File: src/hdl/kdds_pkg.sv
// Shared constants, status codes and digit helpers of the keyed decimal digit scrambler.
`timescale 1ns / 1ps
`default_nettype none
package kdds_pkg;

	// Field widths of one transaction
	localparam int VALUE_W    = 30;
	localparam int STATUS_W   = 2;
	localparam int S_TDATA_W  = 64;   // value, key, zero fill
	localparam int M_TDATA_W  = 32;   // code, status

	// Decimal digits a 30-bit input can hold
	localparam int VAL_DIGITS = 10;

	// Binary rebuild of at most ten decimal digits
	localparam int BIN_W      = 34;

	// Default parameter values
	localparam int NUM_DIGITS_DEF = 9;
	localparam int MAX_ROUNDS_DEF = 64;

	// Result status codes
	localparam logic [STATUS_W-1:0] ST_OK    = 2'd0;
	localparam logic [STATUS_W-1:0] ST_ZERO  = 2'd1;
	localparam logic [STATUS_W-1:0] ST_LIMIT = 2'd2;

	// Reduce a running sum of at most 90 to one decimal digit
	function automatic logic [3:0] mod10(input logic [6:0] s);
		logic [17:0] p;
		logic [3:0]  q;
		logic [6:0]  r;
		p = {11'd0, s} * 18'd205;
		q = p[14:11];
		r = s - 7'({3'd0, q} * 7'd10);
		return r[3:0];
	endfunction

endpackage
`default_nettype wire

File: src/hdl/keyed_decimal_digit_scramble.sv
// Top level of the keyed decimal digit scrambler: sequencer, digit store and shared digit MAC.
//
// One transaction carries a value and a key; the result is the value scrambled to the same
// number of decimal digits n, or a status that flags a zero value, a value wider than
// NUM_DIGITS digits or a spent round budget. Both inputs are first turned into decimal
// digits by a shift-add-3 converter, then the digit count is found. Each round runs one
// shared 4x4 digit multiplier with a mod-10 accumulator, one digit product per cycle, over
// the n(n+1)/2 products of the kept coefficients, then a step that closes the round; rounds
// repeat up to MAX_ROUNDS until the leading digit is nonzero. The result is then rebuilt in
// binary one digit per cycle and handed to the output register. The input side is ready
// only while the sequencer is idle; a finished result may wait in the output register while
// the next item is taken. A zero value skips the converter and the rounds.
`timescale 1ns / 1ps
`default_nettype none
module keyed_decimal_digit_scramble #(
	parameter int NUM_DIGITS = kdds_pkg::NUM_DIGITS_DEF,
	parameter int MAX_ROUNDS = kdds_pkg::MAX_ROUNDS_DEF
) (
	input  wire logic                           clk,
	input  wire logic                           arst_n,
	input  wire logic                           s_tvalid,
	output logic                                s_tready,
	input  wire logic [kdds_pkg::S_TDATA_W-1:0] s_tdata,   // value[29:0], key[59:30], zeros
	output logic                                m_tvalid,
	input  wire logic                           m_tready,
	output logic [kdds_pkg::M_TDATA_W-1:0]      m_tdata    // code[29:0], status[31:30]
);
	import kdds_pkg::*;

	localparam int MAXD   = (NUM_DIGITS > VAL_DIGITS) ? NUM_DIGITS : VAL_DIGITS;
	localparam int BCD_W  = 4 * MAXD;
	localparam int CNT_W  = $clog2(MAXD + 1);
	localparam int IDX_W  = (NUM_DIGITS > 1) ? $clog2(NUM_DIGITS) : 1;
	localparam int RND_W  = (MAX_ROUNDS > 1) ? $clog2(MAX_ROUNDS) : 1;
	localparam int CONV_W = $clog2(VALUE_W);

	// Sequencer states
	localparam logic [2:0] S_IDLE  = 3'd0;
	localparam logic [2:0] S_CONV  = 3'd1;
	localparam logic [2:0] S_COUNT = 3'd2;
	localparam logic [2:0] S_MAC   = 3'd3;
	localparam logic [2:0] S_RND   = 3'd4;
	localparam logic [2:0] S_PACK  = 3'd5;
	localparam logic [2:0] S_DONE  = 3'd6;

	logic [2:0]          state_q;
	logic [CONV_W-1:0]   conv_q;
	logic [VALUE_W-1:0]  vbin_q;
	logic [VALUE_W-1:0]  kbin_q;
	logic [BCD_W-1:0]    vbcd_q;
	logic [BCD_W-1:0]    kbcd_q;
	logic [CNT_W-1:0]    n_q;
	logic [CNT_W-1:0]    i_q;
	logic [CNT_W-1:0]    j_q;
	logic [RND_W-1:0]    rnd_q;
	logic [3:0]          acc_q;
	logic [BIN_W-1:0]    bin_q;
	logic [STATUS_W-1:0] status_q;
	logic [3:0]          hd_q [NUM_DIGITS];
	logic [3:0]          kd_q [NUM_DIGITS];
	logic [3:0]          nd_q [NUM_DIGITS];
	logic                m_tvalid_q;
	logic [M_TDATA_W-1:0] m_tdata_q;

	logic [BCD_W-1:0]    vbcd_adj;
	logic [BCD_W-1:0]    kbcd_adj;
	logic [CNT_W-1:0]    n_found;
	logic [CNT_W-1:0]    kidx;
	logic [6:0]          mac_sum;
	logic [3:0]          mac_dig;
	logic [CNT_W-1:0]    top_idx;
	logic [3:0]          lead_dig;
	logic                out_free;

	assign s_tready = (state_q == S_IDLE);
	assign m_tvalid = m_tvalid_q;
	assign m_tdata  = m_tdata_q;
	assign out_free = !m_tvalid_q || m_tready;

	// Add 3 to every digit of five or more before the next shift
	always_comb begin
		for (int d = 0; d < MAXD; d++) begin
			vbcd_adj[4*d +: 4] = (vbcd_q[4*d +: 4] > 4'd4) ?
				vbcd_q[4*d +: 4] + 4'd3 : vbcd_q[4*d +: 4];
			kbcd_adj[4*d +: 4] = (kbcd_q[4*d +: 4] > 4'd4) ?
				kbcd_q[4*d +: 4] + 4'd3 : kbcd_q[4*d +: 4];
		end
	end

	// Count the value's digits: one past the highest nonzero digit
	always_comb begin
		n_found = '0;
		for (int d = 0; d < VAL_DIGITS; d++) begin
			if (vbcd_q[4*d +: 4] != 4'd0) begin
				n_found = CNT_W'(d + 1);
			end
		end
	end

	// Shared digit multiply-accumulate, reduced mod 10 each step
	assign kidx    = i_q - j_q;
	assign mac_sum = ({3'd0, hd_q[j_q[IDX_W-1:0]]} * {3'd0, kd_q[kidx[IDX_W-1:0]]}) +
		{3'd0, acc_q};
	assign mac_dig = mod10(mac_sum);

	// Leading digit of the new round result
	assign top_idx  = n_q - CNT_W'(1);
	assign lead_dig = nd_q[top_idx[IDX_W-1:0]];

	// Sequencer and control registers
	always_ff @(posedge clk or negedge arst_n) begin
		if (!arst_n) begin
			state_q    <= S_IDLE;
			m_tvalid_q <= 1'b0;
			conv_q     <= '0;
			i_q        <= '0;
			j_q        <= '0;
			rnd_q      <= '0;
			status_q   <= ST_OK;
		end else begin
			// Raise the result valid on a finished item, drop it once taken
			if (state_q == S_DONE && out_free) begin
				m_tvalid_q <= 1'b1;
			end else if (m_tready) begin
				m_tvalid_q <= 1'b0;
			end
			unique case (state_q)
				S_IDLE: begin
					if (s_tvalid) begin
						if (s_tdata[VALUE_W-1:0] == '0) begin
							status_q <= ST_ZERO;
							state_q  <= S_DONE;
						end else begin
							status_q <= ST_OK;
							conv_q   <= '0;
							state_q  <= S_CONV;
						end
					end
				end
				S_CONV: begin
					conv_q <= conv_q + CONV_W'(1);
					if (conv_q == CONV_W'(VALUE_W - 1)) begin
						state_q <= S_COUNT;
					end
				end
				S_COUNT: begin
					// A value longer than a round keeps can never reach n digits
					if (n_found > CNT_W'(NUM_DIGITS)) begin
						status_q <= ST_LIMIT;
						state_q  <= S_DONE;
					end else begin
						i_q     <= '0;
						j_q     <= '0;
						rnd_q   <= '0;
						state_q <= S_MAC;
					end
				end
				S_MAC: begin
					if (j_q == i_q) begin
						j_q <= '0;
						if (i_q == top_idx) begin
							state_q <= S_RND;
						end else begin
							i_q <= i_q + CNT_W'(1);
						end
					end else begin
						j_q <= j_q + CNT_W'(1);
					end
				end
				S_RND: begin
					i_q <= '0;
					if (lead_dig != 4'd0) begin
						j_q     <= top_idx;
						state_q <= S_PACK;
					end else if (rnd_q == RND_W'(MAX_ROUNDS - 1)) begin
						status_q <= ST_LIMIT;
						state_q  <= S_DONE;
					end else begin
						rnd_q   <= rnd_q + RND_W'(1);
						state_q <= S_MAC;
					end
				end
				S_PACK: begin
					if (j_q == '0) begin
						state_q <= S_DONE;
					end else begin
						j_q <= j_q - CNT_W'(1);
					end
				end
				S_DONE: begin
					if (out_free) begin
						state_q <= S_IDLE;
					end
				end
				default: begin
					state_q <= S_IDLE;
				end
			endcase
		end
	end

	// Datapath registers: converter, digit store, accumulator, binary rebuild, output
	always_ff @(posedge clk) begin
		unique case (state_q)
			S_IDLE: begin
				vbin_q <= s_tdata[VALUE_W-1:0];
				kbin_q <= s_tdata[2*VALUE_W-1:VALUE_W];
				vbcd_q <= '0;
				kbcd_q <= '0;
				bin_q  <= '0;
			end
			S_CONV: begin
				vbcd_q <= {vbcd_adj[BCD_W-2:0], vbin_q[VALUE_W-1]};
				kbcd_q <= {kbcd_adj[BCD_W-2:0], kbin_q[VALUE_W-1]};
				vbin_q <= {vbin_q[VALUE_W-2:0], 1'b0};
				kbin_q <= {kbin_q[VALUE_W-2:0], 1'b0};
			end
			S_COUNT: begin
				n_q   <= n_found;
				acc_q <= '0;
				for (int d = 0; d < NUM_DIGITS; d++) begin
					hd_q[d] <= vbcd_q[4*d +: 4];
					kd_q[d] <= kbcd_q[4*d +: 4];
				end
			end
			S_MAC: begin
				if (j_q == i_q) begin
					nd_q[i_q[IDX_W-1:0]] <= mac_dig;
					acc_q <= '0;
				end else begin
					acc_q <= mac_dig;
				end
			end
			S_RND: begin
				// Keep the low n digits of the round result
				for (int d = 0; d < NUM_DIGITS; d++) begin
					hd_q[d] <= (CNT_W'(d) < n_q) ? nd_q[d] : 4'd0;
				end
			end
			S_PACK: begin
				bin_q <= (bin_q << 3) + (bin_q << 1) + BIN_W'(hd_q[j_q[IDX_W-1:0]]);
			end
			S_DONE: begin
				if (out_free) begin
					m_tdata_q <= {status_q,
						(status_q == ST_OK) ? bin_q[VALUE_W-1:0] : {VALUE_W{1'b0}}};
				end
			end
			default: begin
				acc_q <= '0;
			end
		endcase
	end

	// Checks on the sequencer and the result
	a_status_code: assert property (@(posedge clk) disable iff (!arst_n)
		m_tvalid |-> (m_tdata[31:30] == ST_OK || m_tdata[31:30] == ST_ZERO ||
			m_tdata[31:30] == ST_LIMIT))
		else $error("result carries an unknown status");

	a_flag_zero_code: assert property (@(posedge clk) disable iff (!arst_n)
		(m_tvalid && m_tdata[31:30] != ST_OK) |-> (m_tdata[29:0] == '0))
		else $error("flagged result has a nonzero code");

	a_ok_nonzero: assert property (@(posedge clk) disable iff (!arst_n)
		(m_tvalid && m_tdata[31:30] == ST_OK) |-> (m_tdata[29:0] != '0))
		else $error("good result lost its leading digit");

	a_mac_bounds: assert property (@(posedge clk) disable iff (!arst_n)
		(state_q == S_MAC) |-> (j_q <= i_q && i_q < n_q && n_q != '0))
		else $error("digit product indexes out of range");

	a_busy_not_ready: assert property (@(posedge clk) disable iff (!arst_n)
		(state_q == S_MAC || state_q == S_RND) |=> !(s_tready && $past(state_q) == S_MAC &&
			state_q == S_IDLE))
		else $error("sequencer left a round without closing it");

endmodule
`default_nettype wire

File: config.mk
export PLATFORM = sky130hd
export DESIGN_NAME = keyed_decimal_digit_scramble
export DESIGN_NICKNAME = d
export VERILOG_FILES = /design/src/hdl/kdds_pkg.sv /design/src/hdl/keyed_decimal_digit_scramble.sv
export SDC_FILE = /design/constraint.sdc
export NUM_CORES = 1
export LEC_CHECK = 0
export BUFFER_PORTS_ARGS = -buffer_cell sky130_fd_sc_hd__buf_2
export CELL_PAD_IN_SITES_DETAIL_PLACEMENT = 0
export CELL_PAD_IN_SITES_GLOBAL_PLACEMENT = 2
export CORE_MARGIN = 2
export CORE_UTILIZATION = 30
export DETAILED_ROUTE_END_ITERATION = 8
export PLACE_DENSITY_LB_ADDON = 0.1
export SLEW_MARGIN = 20
export SYNTH_ARGS = -nofsm -noshare
export SYNTH_HDL_FRONTEND = slang
export SYNTH_SLANG_ARGS = --single-unit
File: constraint.sdc
create_clock -name clk -period 28.2 [get_ports clk]
set_input_delay 1.41 -clock clk [delete_from_list [all_inputs] [get_ports clk]]
set_output_delay 1.41 -clock clk [all_outputs]
set_load 0.01 [all_outputs]
==> impl_metrics.tcl <==
set metrics [dict create \
    vias_per_cell 4.74 \
    post-route-min-period_ps 11140 \
    cts_resized 0 \
    worst_setup_path_start_kind "register" \
    coreArea_um2 65700 \
    io_buffers 97 \
    dp.final_hpwl_um 33600 \
    finalSetupViolations 0 \
    critPathKind "register to register" \
    ys_seq_elements 367 \
    clock_latency_ps 590 \
    synthFlopType "edfxtp_1" \
    die_h_um 261 \
    antenna_found_initial 1 \
    rsz0062_at_grt "false" \
    finalNetCount 2144 \
    fmaxAchievable_mhz 89.7 \
    wl_per_cell_um 17.2 \
    htreeDepth 2 \
    ys_types 63 \
    vias 13300 \
    post-route-period-util_pct 39.5 \
    slowest_delay_ps 870 \
    crit_buf_inv 5 \
    cap_violations 0 \
    nFillCells 6635 \
    overflow 0 \
    clk_path_buf_depth 3 \
    finClkSkew_ps 22.2 \
    initial_utilization_pct 30.3 \
    arrival_ps 11420 \
    die_x_um 261 \
    grt_pass1_vias 13500 \
    cts_tree "built" \
    ant_nets 0 \
    post_cts_buffers 0 \
    rows 94 \
    synthCells 1799 \
    hold_viol_final 0 \
    drt-pass1-iter-count 4 \
    drcViolationCount 0 \
    grt_usage_pct 14.3 \
    hold_class "register to register" \
    worstMarginPinSlew_ps 1100 \
    synth_area_per_cell_um2 11.1 \
    grt_max_degree 90 \
    synth_edf_count 342 \
    die-area_um2 68400 \
    syn-num-nets 2043 \
    yosysWarningCount 0 \
    drive_gt1_share_pct 11.6 \
    hold_buffers 0 \
    globalplace.congestion 0.767 \
    ys_async_sr_fraction_pct 6.81 \
    path_clk_slew_ps 60 \
    seq_area_frac_synth_pct 54.8 \
    area_delta_synth_final_pct 15.7 \
    setup_tns_ps 0 \
    cp_slowest_cell "dfrtp_1" \
    routed_wirelength_um 48100 \
    max-slew-margin-rel_pct 25.7 \
    drt_iter0_drc 666 \
    worstPathRequired_ps 28480 \
    critical_path.endpoint_type "register" \
    cp_max_fo 16 \
    cts.sinks 367 \
    pin_count 102 \
    crit_top_cell "fa_1" \
    drv_slew 0 \
    critPathTopFamily "adder cells" \
    clock-root-buffer "clkbuf_16" \
    grt_pass1_wl_um 76100 \
    insertedDiodeCount 0 \
    cts_buffers 46 \
    outcome "completed" \
    syn_area_um2 19900 \
]
cell usage after synthesis, drive strengths merged, types with 17 or more instances:
cell / count / area (um^2)
edfxtp: 342 / 10300
nand2: 297 / 1110
nor2: 178 / 668
ha: 158 / 1980
a21oi: 128 / 652
inv: 113 / 424
o21ai: 99 / 499
clkbuf: 49 / 184
xnor2: 49 / 437
and2: 37 / 231
nor3: 26 / 130
dfrtp: 25 / 626
nand3: 23 / 115
or3: 23 / 144
mux4: 19 / 428
a22o: 18 / 158
fa: 18 / 360
a21o: 17 / 128
nor4: 17 / 106
kinds of logic after synthesis:
family | Yosys count | share of synthesized area, %
DFF | 367 | 54.8
adders and majority gates | 176 | 11.8
and+or+nand+nor | 665 | 14.8
AOI/OAI and AO/OA | 334 | 10.1
buffers and inverters | 169 | 3.20
xor gates and xnor gates | 58 | 2.67
muxes | 30 | 2.72
path summary, 6_finish.rpt:
check,slack (ps),startpoint,cells after the start,endpoint
hold reg to reg,450,kbcd_q[32],0,kd_q[8][0]
hold / removal,450,kbcd_q[32],0,kd_q[8][0]
min in group asynchronous,850,arst_n,1,i_q[0]
setup reg to reg,17060,j_q[0],35,nd_q[11][3]
setup / recovery,17060,j_q[0],35,nd_q[11][3]
max in group asynchronous,26910,arst_n,1,rnd_q[3]
routing by layer:
metal	wire (um)	GRT usage [%]	vias up	part of all wire, %
met1	23000	19.4	6391	48
met2	22500	23.6	173	47
met4	929	3.90	2	1.9
met5	7	0	-	0.015
li1	-	-	6657	-
met3	1690	2.18	60	3.5
flip-flops by register name, indices dropped and copies added (netlist names), 5 cells and up:
| name | cells |
|---|---|
| bin_q | 30 |
| conv_q | 5 |
| hd_q | 36 |
| kbcd_q | 36 |
| kbin_q | 30 |
| kd_q | 36 |
| m_tdata | 32 |
| nd_q | 64 |
| rnd_q | 6 |
| vbcd_q | 40 |
| vbin_q | 30 |
per-stage QoR:
stage | hold WS, ps | setup slack, ps | instance area, um^2 | cells | utilization (%)
finish | 454 | 17060 | 23000 | 2802 | 35.0
global route | 481 | 16290 | 23000 | 2802 | 35.0
CTS | 457 | 16480 | 23000 | 2802 | 35.0
detailed placement | 443 | 16560 | 21400 | 2716 | 32.5
global placement | 441 | 16550 | 21400 | 2716 | 32.5
floorplan | 426 | 18550 | 19900 | 1799 | -
area by class of cell:
cell class | count | area [um^2] | share of cell area (%)
well taps | 864 | 1080 | 4.70
flip-flops and latches | 367 | 10900 | 47.4
clock buffers | 66 | 1320 | 5.72
repair buffers | 108 | 572 | 2.49
clock inverters | 20 | 295 | 1.28
multi-input cells | 1263 | 8420 | 36.6
inverters | 114 | 428 | 1.86
placed cells by master, fill, tap and decap left out, drive strengths merged, types with 25 or more instances in the layout:
cell type and count:
nand2 297, buf 108, o21ai 99, edfxtp 342, a21oi 128, and2 37, ha 158, nor3 26
xnor2 49, dfrtp 25, nor2 178, inv 115, clkbuf 66
Power is not shown: default switching activity piles up to over one toggle a cycle in this logic, so the estimate is an artifact.
